$ cat config.mk
export PLATFORM = sky130hd
export DESIGN_NAME = lfpid_lane
export DESIGN_NICKNAME = d
export VERILOG_FILES = /design/src/sv/line_follow_pid_speed_controller_unit_defines.svh /design/src/sv/lfpid_pkg.sv /design/src/sv/lfpid_lane.sv
export SDC_FILE = /design/constraint.sdc
export NUM_CORES = 2
export LEC_CHECK = 0
export BUFFER_PORTS_ARGS = -buffer_cell sky130_fd_sc_hd__buf_2
export CELL_PAD_IN_SITES_DETAIL_PLACEMENT = 0
export CELL_PAD_IN_SITES_GLOBAL_PLACEMENT = 1
export CORE_MARGIN = 2
export CORE_UTILIZATION = 47
export DETAILED_ROUTE_END_ITERATION = 7
export PLACE_DENSITY = 0.91
export REMOVE_ABC_BUFFERS = 1
export SLEW_MARGIN = 20
export SYNTH_ARGS = -nofsm -noshare
export SYNTH_HDL_FRONTEND = slang
export SYNTH_SLANG_ARGS = --single-unit
$ cat constraint.sdc
create_clock -name i_clk -period 11.9 [get_ports i_clk]
set_clock_uncertainty 0.1 [all_clocks]
set_input_delay 0.595 -clock i_clk [delete_from_list [all_inputs] [get_ports i_clk]]
set_output_delay 0.595 -clock i_clk [all_outputs]
set_load 0.02 [all_outputs]
$ cat src/sv/line_follow_pid_speed_controller_unit_defines.svh
// assertion macros for the line follower speed controller
`ifndef LINE_FOLLOW_PID_SPEED_CONTROLLER_UNIT_DEFINES_SVH
`define LINE_FOLLOW_PID_SPEED_CONTROLLER_UNIT_DEFINES_SVH
`ifndef SYNTHESIS
`define LFPID_ASSERT_IMP(label, clk, rst_n, pre, post, msg) \
    label: assert property (@(posedge clk) disable iff (!rst_n) (pre) |-> (post)) \
        else $error(msg);
`define LFPID_ASSERT_NXT(label, clk, rst_n, pre, post, msg) \
    label: assert property (@(posedge clk) disable iff (!rst_n) (pre) |=> (post)) \
        else $error(msg);
`else
`define LFPID_ASSERT_IMP(label, clk, rst_n, pre, post, msg)
`define LFPID_ASSERT_NXT(label, clk, rst_n, pre, post, msg)
`endif
`endif

$ cat src/sv/lfpid_pkg.sv
// types and constants shared by the line follower speed controller
package lfpid_pkg;

    localparam int CELL_COUNT  = 8;
    localparam int SAMPLE_BITS = 12;
    localparam int FRAC_BITS   = 16;
    localparam int ALPHA_W     = 16;
    localparam int FILT_W      = SAMPLE_BITS + FRAC_BITS;
    localparam int IDX_W       = $clog2(CELL_COUNT);
    localparam int WEIGHT_STEP = 1000;
    localparam int WT_W        = $clog2((CELL_COUNT - 1) * WEIGHT_STEP + 1);
    localparam int NUM_W       = SAMPLE_BITS + WT_W + $clog2(CELL_COUNT);
    localparam int DEN_W       = SAMPLE_BITS + $clog2(CELL_COUNT) + 1;
    localparam int DIV_W       = 41;
    localparam int POS_W       = 13;
    localparam int PWM_W       = 14;
    localparam int LR_W        = 27;
    localparam int LIM_W       = 23;

    localparam logic [ALPHA_W-1:0] RANGE_ALPHA = 16'd655;
    localparam logic [POS_W-1:0]   CENTRE      = 13'd3500;
    localparam logic [POS_W-1:0]   POS_MAX     = 13'd7000;
    localparam int                 BASE_DRIVE  = 3000;
    localparam logic [11:0]        NEAR_LIMIT  = 12'd600;
    localparam logic [3:0]         BLINK_LAST  = 4'd9;
    localparam logic [6:0]         HALT_AFTER  = 7'd100;
    // ceil(2^22 / 5), exact division by 5 for values below 2^22
    localparam logic [19:0]        RECIP_5     = 20'd838861;

    typedef enum logic [2:0] {
        CFG_WANTED_DISTANCE = 3'd0,
        CFG_MAX_PWM         = 3'd1,
        CFG_MIN_PWM         = 3'd2,
        CFG_DISTANCE_GAIN   = 3'd3,
        CFG_GAIN_P          = 3'd4,
        CFG_GAIN_I          = 3'd5,
        CFG_GAIN_D          = 3'd6,
        CFG_SENSOR_ALPHA    = 3'd7
    } t_cfg_index;

    typedef enum logic [4:0] {
        S_IDLE, S_MERGE, S_POS_DIV, S_POS_WAIT, S_LIMIT_MUL, S_LIMIT,
        S_SUM, S_SUM_WAIT, S_P_MUL, S_I_MUL, S_D_MUL, S_MIX, S_AVG,
        S_L_MUL, S_L_DIV, S_L_WAIT, S_R_MUL, S_R_DIV, S_R_WAIT,
        S_FINISH, S_HALT_OUT
    } t_state;

    typedef struct packed {
        logic [SAMPLE_BITS-1:0] cell_0;
        logic [SAMPLE_BITS-1:0] cell_1;
        logic [SAMPLE_BITS-1:0] cell_2;
        logic [SAMPLE_BITS-1:0] cell_3;
        logic [SAMPLE_BITS-1:0] cell_4;
        logic [SAMPLE_BITS-1:0] cell_5;
        logic [SAMPLE_BITS-1:0] cell_6;
        logic [SAMPLE_BITS-1:0] cell_7;
        logic [SAMPLE_BITS-1:0] range_sample;
    } t_in_item;

    typedef struct packed {
        logic [PWM_W-1:0] left_pwm;
        logic [PWM_W-1:0] right_pwm;
        logic [POS_W-1:0] line_position;
        logic             led_on;
        logic             halted;
    } t_out_item;

    function automatic logic [WT_W-1:0] cell_weight(input logic [IDX_W-1:0] idx);
        cell_weight = WT_W'(idx * WEIGHT_STEP);
    endfunction

endpackage

$ cat src/sv/lfpid_lane.sv
// one first-order low-pass filter lane with kept state
module lfpid_lane
    import lfpid_pkg::*;
(
    input  logic                   i_clk,
    input  logic                   i_rst_n,
    input  logic                   i_en,
    input  logic [SAMPLE_BITS-1:0] i_sample,
    input  logic [ALPHA_W-1:0]     i_alpha,
    output logic [FILT_W-1:0]      o_state
);

    logic [FILT_W-1:0]          r_state;
    logic [FILT_W-1:0]          n_state;
    logic [FILT_W-1:0]          ax;
    logic [ALPHA_W:0]           beta;
    logic [ALPHA_W+FILT_W:0]    bf;

    always_comb begin
        ax      = FILT_W'(i_alpha) * FILT_W'(i_sample);
        beta    = (ALPHA_W+1)'(1 << ALPHA_W) - {1'b0, i_alpha};
        bf      = beta * r_state;
        n_state = ax + bf[ALPHA_W+FILT_W-1:FRAC_BITS];
    end

    always_ff @(posedge i_clk) begin
        if (!i_rst_n) begin
            r_state <= '0;
        end else if (i_en) begin
            r_state <= n_state;
        end
    end

    assign o_state = r_state;

endmodule

==> run_results.csv <==
group,metric,value,unit
yosys,synth_ff_type,"dfxtp_1",
placed_design,dp_hpwl,47700,um
yosys,synthTopCellsByArea,"fa_1 (48%), inv_1 (11%), ha_1 (9.8%), nand2_1 (8.3%), and2_1 (5.5%)",
clock_tree,cts_buffers,3,
critical_path,cp_data_arrival_time,11630,ps
clock_tree,cts.sinks,28,
worst_hold_path,hp-class,"flop to flop",
drt,vias,17700,
critical_path,cp-start-kind,"primary input",
clock_tree,cts_tree,"done",
drt,drtAntennaViolNets,0,
floorplanning,num_rows,80,
global_route,grt_usage,0.245,
placed_design,place_congestion,0.887,
finish,insertedDiodeCount,0,
global_route,first_global_vias,19700,
yosys,async_flop_share,0,
global_route,grt_overflow_total,0,
finish,post_route_cells_drive_above_1_share,0.0726,
yosys,synth_edf_count,0,
clock_tree,path_clk_slew,70,ps
finish,area_growth,6.79,%
floorplanning,io_pins,59,
drt,drtIter0Drc,1219,
clock_tree,clk_latency,270,ps
critical_path,required,11990,ps
yosys,netlist.area_leader.share,0.485,
job,maxCapViolCount,0,
yosys,synth_cell_types,71,
yosys,synth_seq_area_share,0.0246,
clock_tree,cts_max_level,1,
floorplanning,core,47800,um2
floorplanning,die_area,50300,um2
finish,nFillCells,4460,
floorplanning,die-width,224,um
clock_tree,cts-root-buf,"clkbuf_16",
critical_path,path_class,"primary input to flop",
yosys,synth_most_common_cell,"inv_1",
timing,slew_violations,0,
finish,final-seq-area,561,um2
timing,max_freq,86.7,MHz
yosys,netlist_instances,2659,
clock_tree,clk_path_buf_depth,2,
yosys,synth.largest_area_cell,"fa_1",
clock_tree,ctsHoldBuffers,0,
finish,post-route-util,0.509,
timing,fin_crit,11540,ps
drt,drc,0,
yosys,ys_ff_latch,28,
placed_design,io_buffers,58,
critical_path,crit_path_end_kind,"flop",
critical_path,cpMaxStageDelayCell,"fa_1",
timing,max_slew_margin,0.291,
finish,multiInputGateArea,19400,um2
finish,largest_reg_flops,28,
timing,worst_slew_pin_slew,1060,ps
global_route,grt_pass1_wl,98500,um
critical_path,cpPeakStageDelay,560,ps
critical_path,crit_buf_inv,7,
critical_path,cpLargestDelayFamily,"adder cells",
global_route,grt_max_degree,36,
timing,hold_viol,0,
global_route,antenna_found_initial,0,
drt,drtPass1Iterations,6,
floorplanning,initial_core_util,0.476,
status,status,"finished, final reports clean",
timing,period_share,0.969,
yosys,synth_warnings,0,
drt,wl_per_cell,17.9,um
critical_path,worstPathMaxFanout,8,
drt,wl,58800,um
yosys,ys_top_cells_by_count,"inv_1 (676), fa_1 (552), nand2_1 (503)",
timing,setup-violations-final,0,
critical_path,cpMostUsedCell,"fa_1",
drt,viasPerCell,5.39,
yosys,syn_area_per_cell,8.57,um2
floorplanning,die_h,224,um
finish,layout.nets,3437,
yosys,syn_area,22800,um2
-- layout make-up --
| cell class | count | share of cell area |
|---|---|---|
| flip-flops and latches | 28 | 0.0230 |
| clock buffers | 4 | 0.00365 |
| well taps | 615 | 0.0316 |
| repair buffers | 138 | 0.0388 |
| multi-input cells | 1828 | 0.799 |
| inverters | 676 | 0.104 |
-- layout by cell type (no fill, tap or decap), drive strengths merged, types with 7 or more instances in the layout --
cell and instances:
inv 676, fa 552, nand2 503, and2 200, ha 179, buf 138, a21oi 44, xnor2 38
nor2 30, dfxtp 28, o21ai 25, nand3 24, nor3 23, a21o 22, nor2b 18, xor2 16
mux2i 15, a211oi 15, o21a 10, nand3b 8, a31oi 8, o211ai 8, nor4 8, and3 7
a21boi 7
-- per-stage QoR --
stage / hold WS, ps / TNS (ps) / setup WS, ps / cell area [um2] / cells
CTS: 628 / 0 / 7.94 / 24100 / 3280
global placement: 607 / -82.8 / -82.8 / 24000 / 3276
detailed placement: 616 / -429 / -214 / 24100 / 3276
global route: 662 / -11.4 / -10.2 / 24300 / 3289
floorplan: 613 / 0 / 349 / 22300 / 2532
finish: 641 / 0 / 365 / 24300 / 3289
-- timing repair --
| action | CTS | global route |
|---|---|---|
| gates resized for setup | 0 | 22 |
| endpoints found under the setup margin | 0 | 13 |
| buffers inserted | 0 | 9 |
-- routing by layer --
layer	vias to the layer above	track usage	part of all wire
met4	0	0.0780	0.033
met3	126	0.0200	0.053
li1	7788	-	-
met5	-	0	0
met2	600	0.454	0.52
met1	9212	0.304	0.39
-- worst register-to-register path, delay by kind of cell, from the launching register on --
family	cells	cell delay [ps]
AOI/OAI and AO/OA	9	2020
buffers and inverters	5	290
and+or+nand+nor	5	1370
DFF	1	1020
xor gates and xnor gates	1	330
adders and majority gates	12	5590
-- worst paths after layout --
| kind | slack (ps) | endpoint | cells past startpoint | start |
|---|---|---|---|---|
| min reg2reg | 640 | o_state[22]$_SDFFE_PN0P_ | 3 | o_state[22]$_SDFFE_PN0P_ |
| max | 360 | o_state[27]$_SDFFE_PN0P_ | 39 | i_alpha[4] |
| max reg2reg | 1120 | o_state[27]$_SDFFE_PN0P_ | 32 | o_state[11]$_SDFFE_PN0P_ |
| min | 640 | o_state[22]$_SDFFE_PN0P_ | 3 | o_state[22]$_SDFFE_PN0P_ |
-- logic make-up (layout without fill, tap and decap cells) --
family	Yosys count	count (layout)	synth area share
buffers and inverters	803	818	0.133
adders and majority gates	731	731	0.583
and+or+nand+nor	854	854	0.178
muxes	15	15	0.00659
AOI/OAI and AO/OA	173	173	0.0525
DFF	28	28	0.0246
xor gates and xnor gates	55	55	0.0217
Power is left out: the tool's default activity adds up to more than one toggle a clock period on the data nets, which glitch-free logic cannot reach.
