`config.mk`:
```
export PLATFORM = sky130hd
export DESIGN_NAME = lfpid_div
export DESIGN_NICKNAME = d
export VERILOG_FILES = /design/src/sv/line_follow_pid_speed_controller_unit_defines.svh /design/src/sv/lfpid_pkg.sv /design/src/sv/lfpid_div.sv
export SDC_FILE = /design/constraint.sdc
export NUM_CORES = 1
export LEC_CHECK = 0
export BUFFER_PORTS_ARGS = -buffer_cell sky130_fd_sc_hd__buf_2
export CORE_MARGIN = 4
export CORE_UTILIZATION = 60
export DETAILED_ROUTE_END_ITERATION = 10
export PLACE_DENSITY = 0.84
export REMOVE_ABC_BUFFERS = 1
export SETUP_SLACK_MARGIN = 0.4
export SYNTH_ARGS = -nofsm -noshare
export SYNTH_HDL_FRONTEND = slang
export SYNTH_SLANG_ARGS = --single-unit
```
`constraint.sdc`:
```
create_clock -name i_clk -period 9.35 [get_ports i_clk]
set_clock_uncertainty 0.2 [all_clocks]
set_input_delay 0.935 -clock i_clk [delete_from_list [all_inputs] [get_ports i_clk]]
set_output_delay 0.935 -clock i_clk [all_outputs]
set_load 0.03 [all_outputs]
```
`src/sv/line_follow_pid_speed_controller_unit_defines.svh`:
```
// assertion macros for the line follower speed controller
`ifndef LINE_FOLLOW_PID_SPEED_CONTROLLER_UNIT_DEFINES_SVH
`define LINE_FOLLOW_PID_SPEED_CONTROLLER_UNIT_DEFINES_SVH
`ifndef SYNTHESIS
`define LFPID_ASSERT_IMP(label, clk, rst_n, pre, post, msg) \
    label: assert property (@(posedge clk) disable iff (!rst_n) (pre) |-> (post)) \
        else $error(msg);
`define LFPID_ASSERT_NXT(label, clk, rst_n, pre, post, msg) \
    label: assert property (@(posedge clk) disable iff (!rst_n) (pre) |=> (post)) \
        else $error(msg);
`else
`define LFPID_ASSERT_IMP(label, clk, rst_n, pre, post, msg)
`define LFPID_ASSERT_NXT(label, clk, rst_n, pre, post, msg)
`endif
`endif

```
`src/sv/lfpid_pkg.sv`:
```
// types and constants shared by the line follower speed controller
package lfpid_pkg;

    localparam int CELL_COUNT  = 8;
    localparam int SAMPLE_BITS = 12;
    localparam int FRAC_BITS   = 16;
    localparam int ALPHA_W     = 16;
    localparam int FILT_W      = SAMPLE_BITS + FRAC_BITS;
    localparam int IDX_W       = $clog2(CELL_COUNT);
    localparam int WEIGHT_STEP = 1000;
    localparam int WT_W        = $clog2((CELL_COUNT - 1) * WEIGHT_STEP + 1);
    localparam int NUM_W       = SAMPLE_BITS + WT_W + $clog2(CELL_COUNT);
    localparam int DEN_W       = SAMPLE_BITS + $clog2(CELL_COUNT) + 1;
    localparam int DIV_W       = 41;
    localparam int POS_W       = 13;
    localparam int PWM_W       = 14;
    localparam int LR_W        = 27;
    localparam int LIM_W       = 23;

    localparam logic [ALPHA_W-1:0] RANGE_ALPHA = 16'd655;
    localparam logic [POS_W-1:0]   CENTRE      = 13'd3500;
    localparam logic [POS_W-1:0]   POS_MAX     = 13'd7000;
    localparam int                 BASE_DRIVE  = 3000;
    localparam logic [11:0]        NEAR_LIMIT  = 12'd600;
    localparam logic [3:0]         BLINK_LAST  = 4'd9;
    localparam logic [6:0]         HALT_AFTER  = 7'd100;
    // ceil(2^22 / 5), exact division by 5 for values below 2^22
    localparam logic [19:0]        RECIP_5     = 20'd838861;

    typedef enum logic [2:0] {
        CFG_WANTED_DISTANCE = 3'd0,
        CFG_MAX_PWM         = 3'd1,
        CFG_MIN_PWM         = 3'd2,
        CFG_DISTANCE_GAIN   = 3'd3,
        CFG_GAIN_P          = 3'd4,
        CFG_GAIN_I          = 3'd5,
        CFG_GAIN_D          = 3'd6,
        CFG_SENSOR_ALPHA    = 3'd7
    } t_cfg_index;

    typedef enum logic [4:0] {
        S_IDLE, S_MERGE, S_POS_DIV, S_POS_WAIT, S_LIMIT_MUL, S_LIMIT,
        S_SUM, S_SUM_WAIT, S_P_MUL, S_I_MUL, S_D_MUL, S_MIX, S_AVG,
        S_L_MUL, S_L_DIV, S_L_WAIT, S_R_MUL, S_R_DIV, S_R_WAIT,
        S_FINISH, S_HALT_OUT
    } t_state;

    typedef struct packed {
        logic [SAMPLE_BITS-1:0] cell_0;
        logic [SAMPLE_BITS-1:0] cell_1;
        logic [SAMPLE_BITS-1:0] cell_2;
        logic [SAMPLE_BITS-1:0] cell_3;
        logic [SAMPLE_BITS-1:0] cell_4;
        logic [SAMPLE_BITS-1:0] cell_5;
        logic [SAMPLE_BITS-1:0] cell_6;
        logic [SAMPLE_BITS-1:0] cell_7;
        logic [SAMPLE_BITS-1:0] range_sample;
    } t_in_item;

    typedef struct packed {
        logic [PWM_W-1:0] left_pwm;
        logic [PWM_W-1:0] right_pwm;
        logic [POS_W-1:0] line_position;
        logic             led_on;
        logic             halted;
    } t_out_item;

    function automatic logic [WT_W-1:0] cell_weight(input logic [IDX_W-1:0] idx);
        cell_weight = WT_W'(idx * WEIGHT_STEP);
    endfunction

endpackage

```
`src/sv/lfpid_div.sv`:
```
// shared radix-2 restoring divider, one quotient bit per cycle
module lfpid_div
    import lfpid_pkg::*;
(
    input  logic             i_clk,
    input  logic             i_rst_n,
    input  logic             i_start,
    input  logic [DIV_W-1:0] i_num,
    input  logic [DIV_W-1:0] i_den,
    output logic             o_done,
    output logic [DIV_W-1:0] o_quo
);

    localparam int CNT_W = $clog2(DIV_W + 1);

    logic             r_busy;
    logic             r_done;
    logic [CNT_W-1:0] r_cnt;
    logic [DIV_W-1:0] r_rem;
    logic [DIV_W-1:0] r_quo;
    logic [DIV_W-1:0] r_den;
    logic [DIV_W:0]   rem_sh;
    logic [DIV_W:0]   rem_sub;
    logic             fits;

    always_comb begin
        rem_sh  = {r_rem, r_quo[DIV_W-1]};
        rem_sub = rem_sh - {1'b0, r_den};
        fits    = (rem_sh >= {1'b0, r_den});
    end

    always_ff @(posedge i_clk) begin
        if (!i_rst_n) begin
            r_busy <= 1'b0;
            r_done <= 1'b0;
            r_cnt  <= '0;
        end else begin
            r_done <= 1'b0;
            if (i_start) begin
                r_busy <= 1'b1;
                r_cnt  <= '0;
            end else if (r_busy) begin
                r_cnt <= r_cnt + 1'b1;
                if (r_cnt == CNT_W'(DIV_W - 1)) begin
                    r_busy <= 1'b0;
                    r_done <= 1'b1;
                end
            end
        end
    end

    always_ff @(posedge i_clk) begin
        if (i_start) begin
            r_rem <= '0;
            r_quo <= i_num;
            r_den <= i_den;
        end else if (r_busy) begin
            r_rem <= fits ? rem_sub[DIV_W-1:0] : rem_sh[DIV_W-1:0];
            r_quo <= {r_quo[DIV_W-2:0], fits};
        end
    end

    assign o_done = r_done;
    assign o_quo  = r_quo;

endmodule

```
==> results.cfg, run 1 <==
[run_status]
status = finished clean

[cts]
clk_pin_slew_ns = 0.06
cts_resized = 0
cts_tree = done
post-cts-setup-buffers = 0
cts.sinks = 131
htreeDepth = 4
clk_latency_ns = 0.42
cts_buffer_depth = 2
cts_made_buffers = 17
holdBufCountCts = 0
root_buffer = clkbuf_16

[yosys]
ys_types = 67
synth_edf_count = 82
synthTopCellsByArea = edfxtp_1 32%, dfxtp_1 13%, ha_1 7.1%, mux2_2 6.4%, a21oi_1 3.2%
postSynth.asyncResetShare = 0
synth_top_cell_area_share = 0.325
postSynthAreaPerCell_um2 = 10.1
yosys.area.top_type = edfxtp_1
synth-seq-cells = 131
synthTopCellsByCount = 82 x edfxtp_1, 57 x inv_1, 54 x nand2_1
ys_seq_area_frac = 0.454
synthCells = 750
yosys_warnings = 0
synth-main-ff-cell = edfxtp_1
synth_area_mm2 = 0.00758
yosys.cell_count.top_type = edfxtp_1

[timing]
layout_setup_ws_ns = 5.40
rsz0062_at_grt = no
max_slew_margin = 0.297
hold_slack_ns = 0.283
final_hold_viol_count = 0
fin_tns_setup_ns = 0
finalSetupViolCount = 0
fin_crit_ns = 3.95
worstMarginPinSlew_ns = 1.05
final_max_slew_viol_count = 0
layout_worst_path_cycle_share = 0.422
fmaxAchievable_ghz = 0.253

[floorplan]
initial_core_util = 0.623
die_area_mm2 = 0.0145
io_pins = 127
die-height_um = 120
die_w_um = 120
coreArea_mm2 = 0.0122
rows = 40

[grt]
grt_usage = 0.250
grt_max_degree = 91
grt_pass1_wl_um = 29300
busiest_layer = met2
antenna_found_initial = 0
use_met1 = 0.328
grtUsageMet3 = 0.0631
overflow = 0
grt_pass1_vias = 6126
gr-usage-met2 = 0.404

[drt]
vias = 6109
vias_per_cell = 5.88
wirelength_um = 17700
drc_errors = 0
routedWlPerCell_um = 17.0
first_iter_violations = 432
drtAntennaViolNets = 0
first_pass_iters = 5

[power_and_ir_drop]
seq_power_share = 0.423
irDropWorstVdd_mv = 0.178
switching_share = 0.292
p_per_area_mw_per_mm2 = 184
pwr-share-comb = 0.188
switching_power_uw = 474
pwr-share-clk = 0.390
leakagePower_nw = 3.65
internal-power_mw = 1.15

[placed_design]
gp_congestion = 0.955
port_buffers = 126
hpwlAfterDp_um = 12500
post-place-ws_ns = 5.44

[worst_setup_path]
endpoint_kind = flop
start_kind = flop
crit_type = reg -> reg
crit_fanout = 29
critPathRequiredTime_ns = 9.48
crit_arrival_ns = 4.08

[cells_and_area]
num-nets-final = 987
syn2layout_area_growth_pct = 16.5
insertedDiodeCount = 0
drive_gt1_frac = 0.248

[run]
cap_violations = 0

[worst_hold_path]
hold_class = reg -> reg
-- layer usage --
layer  up-vias  part of all wire
li1       2969                 -
met1      2898              0.43
met2       215              0.48
met3        27             0.066
met4         0             0.015
met5         -                 0
-- final timing paths --
check | from | end | slack [ns] | depth (start not counted)
worst min register to register | r_rem[17] | r_rem[17] | 0.28 | 2
worst max register to register | r_den[12] | r_rem[29] | 5.40 | 11
worst max-delay path | r_den[12] | r_rem[29] | 5.40 | 11
worst min-delay path | r_rem[17] | r_rem[17] | 0.28 | 2
-- worst max-delay path: stages (launching register included) --
cell	delay, ns
edfxtp_1	0.32
inv_1	0.04
ha_1	0.42
nand4_2	0.19
nor4_1	0.35
nor2b_2	0.24
o31ai_2	0.10
o211a_4	0.29
o21ai_4	0.54
buf_4	0.50
nand2b_1	0.34
o31ai_1	0.32
-- registers in the layout, summed over array words and instances, names as in the netlist --
register,cells
r_busy,1
r_den,41
o_quo,41
r_rem,41
o_done,1
r_cnt,6
-- power groups by stage --
| stage | clock (mW) | sequential, mW | combinational (mW) |
|---|---|---|---|
| 3_5_place_dp | 0 | 0.697 | 0.301 |
| 2_1_floorplan | 0 | 0.734 | 0.171 |
| 3_3_place_gp | 0 | 0.695 | 0.294 |
| 5_1_grt | 0.672 | 0.691 | 0.333 |
| 4_1_cts | 0.642 | 0.686 | 0.303 |
| 6_report | 0.632 | 0.686 | 0.305 |
-- logic make-up after synthesis --
| family | count (synthesis) | synth area share |
|---|---|---|
| buf+inv | 99 | 0.0535 |
| flops | 131 | 0.454 |
| simple gates | 185 | 0.117 |
| compound gates | 191 | 0.167 |
| fa+ha+maj | 44 | 0.0736 |
| xor+xnor | 36 | 0.0416 |
| mux | 64 | 0.0923 |
-- cell type report --
class / count / area, µm²
clock buffers: 18 / 429
multi-input cells: 520 / 3730
inverters: 57 / 214
flip-flops and latches: 131 / 3440
fillers: 868 / 3330
well taps: 168 / 210
clock inverters: 14 / 130
repair buffers: 131 / 671
-- per-stage QoR --
stage	total power, mW	instance area (µm²)	instances	utilization
2_1_floorplan	0.906	7390	708	-
3_3_place_gp	0.989	8270	1007	0.680
3_5_place_dp	0.998	8270	1007	0.680
4_1_cts	1.63	8830	1039	0.726
5_1_grt	1.70	8830	1039	0.726
6_report	1.62	8830	1039	0.726
-- placed cells by master (no fill, tap or decap), drive strengths merged, types with 11 or more instances in the layout --
cell | Yosys | final
a211oi | 24 | 24
a21oi | 48 | 48
buf | 10 | 131
clkbuf | 32 | 18
dfxtp | 49 | 49
edfxtp | 82 | 82
ha | 43 | 43
inv | 57 | 61
mux2 | 44 | 44
mux2i | 20 | 20
nand2 | 54 | 54
nand3 | 11 | 11
nand4 | 12 | 12
nor2 | 53 | 53
nor3 | 13 | 13
o21ai | 44 | 44
xnor2 | 16 | 16
xor2 | 20 | 20
(Power assumes the default switching activity.)
==> inputs of run 2 (changes only) <==
Settings changed: CORE_UTILIZATION 60 to 52, PLACE_DENSITY 0.84 to 0.78.
Clock period 9.35 ns to 3.5 ns, I/O delays scaled along.
==> run 2 against run 1 <==
Routed wire length rose by 10%. Worst hold slack got worse by 0.26 ns. Core utilization fell by 2.5 points. Maximum frequency rose by 22%. Combinational power rose to 3.0 times the previous value. Via count rose by 5.2%. Global-route usage fell by 2.6 points. First-iteration DRC count fell by 2.1%. Critical path type unchanged. Critical endpoint is now r_rem[35]. Largest cell class unchanged. Largest power group is now the clock network.
==> results.cfg, run 2 (synthesized netlist as in run 1, its figures left out) <==
[cells_and_area]
layout_commonest_cell = buf_2
multiInputGateArea_mm2 = 0.00402
insertedDiodeCount = 0
final_cell_mix = 125 x buf_2, 82 x edfxtp_1, 55 x inv_1
drive_gt1_frac = 0.302
syn2layout_area_growth_pct = 30.4
num-nets-final = 1057
seqCellArea_mm2 = 0.00344
instances_no_fill = 1121
nFillCells = 996

[floorplan]
die_area_mm2 = 0.0166
die_w_um = 129
io_pins = 127
coreArea_mm2 = 0.0141
die-height_um = 129
initial_core_util = 0.538
rows = 43

[drt]
wirelength_um = 19500
vias_per_cell = 5.73
drtAntennaViolNets = 0
first_iter_violations = 423
vias = 6428
routedWlPerCell_um = 17.4
drc_errors = 0
first_pass_iters = 5

[placed_design]
port_buffers = 126
post-place-ws_ns = 0.136
gp_congestion = 0.908
hpwlAfterDp_um = 12000
placed_cells = 1029

[cts]
htreeDepth = 4
cts.sinks = 131
cts_made_buffers = 17
root_buffer = clkbuf_16
cts_buffer_depth = 2
clk_latency_ns = 0.42
clk_pin_slew_ns = 0.07
cts_tree = done

[grt]
grt_usage = 0.224
antenna_found_initial = 0
grt_max_degree = 85
grt_pass1_wl_um = 29700
overflow = 0
grt_pass1_vias = 6160

[timing]
final_max_slew_viol_count = 0
finalSetupViolCount = 0
layout_setup_ws_ns = 0.275
layout_worst_path_cycle_share = 0.921
rsz0062_at_grt = yes
final_hold_viol_count = 0
fmaxAchievable_ghz = 0.310
worstMarginPinSlew_ns = 0.609
fin_tns_setup_ns = 0
fin_crit_ns = 3.23
max_slew_margin = 0.591

[worst_setup_path]
reg2reg_to = r_rem[35]
crit-reg2reg-launch = r_rem[3]
crit_fanout = 5
worst-r2r-cell-count = 10
crit_start = r_rem[3]
ff2ff_setup_slack_ns = 0.27
crit_end = r_rem[35]
crit_type = reg -> reg
critPathRequiredTime_ns = 3.63
crit_arrival_ns = 3.35
endpoint_kind = flop
start_kind = flop

[power_and_ir_drop]
pwr-share-comb = 0.201
pwr-share-clk = 0.401
switching_share = 0.288
leakagePower_nw = 4.03
switching_power_mw = 1.33
p_per_area_mw_per_mm2 = 468
seq_power_share = 0.398
internal-power_mw = 3.29
irDropWorstVdd_mv = 0.427

[run_status]
status = finished clean

[run]
cap_violations = 0

[worst_hold_path]
hold_class = in -> reg
-- run 2: cell types whose count changed in the layout (fill, tap and decap cells not counted), moves of 5 or more --
cell,previous run,this run
buf_4,6,26
o21ai_1,3,8
dlygate4sd3_1,0,42
o21ai_0,40,30
nor3_1,13,7
ha_1,43,33
ha_2,0,6
o21ai_2,0,5
-- run 2: layout make-up --
cell class	instances	area share
flip-flops and latches	131	0.349
repair buffers	200	0.138
well taps	180	0.0228
clock buffers	19	0.0438
clock inverters	13	0.0177
multi-input cells	521	0.407
inverters	57	0.0216
-- run 2: through the flow --
stage	instance area, µm²	total power [mW]	hold slack (ns)	utilization
2_1_floorplan	7390	2.42	0.219	-
3_3_place_gp	8370	2.66	0.266	0.594
3_5_place_dp	8370	2.67	0.263	0.594
4_1_cts	9600	4.58	0.00693	0.681
5_1_grt	9880	4.82	0.00762	0.701
6_report	9880	4.62	0.0228	0.701
-- run 2: worst max-delay path: stages (launching register included) --
cell	delay, ns
dfxtp_1	0.33
ha_1	0.37
a21o_1	0.23
a31o_1	0.27
o211ai_2	0.23
a31oi_2	0.16
o21ai_2	0.21
or3b_4	0.44
nor3b_1	0.17
mux2_2	0.30
a31oi_1	0.23
-- run 2: what timing repair did --
action | 4_1_cts | 5_1_grt
gates resized for setup | 25 | 48
setup buffers | 9 | 6
pin swaps | 11 | 23
hold buffers | 42 | 0
endpoints found under the hold margin | 42 | 0
setup endpoints to repair | 42 | 42
gates cloned | 2 | 1
-- run 2: layer usage --
metal	share of wire	vias to the layer above	global-route usage
met5	0	-	0
met4	0.027	0	0.0933
met3	0.067	51	0.0552
met2	0.49	255	0.359
met1	0.42	3019	0.293
li1	-	3103	-
-- run 2: worst min-delay path by stage --
| stage | from | to | slack [ns] | cells after the start |
|---|---|---|---|---|
| 6_report | i_num[23] | o_quo[23] | 0.02 | 2 |
| 5_1_grt | i_num[39] | o_quo[39] | 0.008 | 2 |
| 2_1_floorplan | i_start | r_rem[12] | 0.22 | 1 |
| 4_1_cts | i_num[15] | o_quo[15] | 0.007 | 2 |
| 3_5_place_dp | r_cnt[5] | o_done | 0.26 | 2 |
| 3_3_place_gp | r_rem[17] | r_rem[17] | 0.27 | 2 |
-- run 2: power groups by stage --
stage	Combinational, mW	Sequential [mW]	Clock, mW
floorplan	0.458	1.96	0
global placement	0.794	1.86	0
detailed placement	0.807	1.87	0
CTS	0.865	1.84	1.87
global route	1.01	1.85	1.96
finish	0.930	1.84	1.85
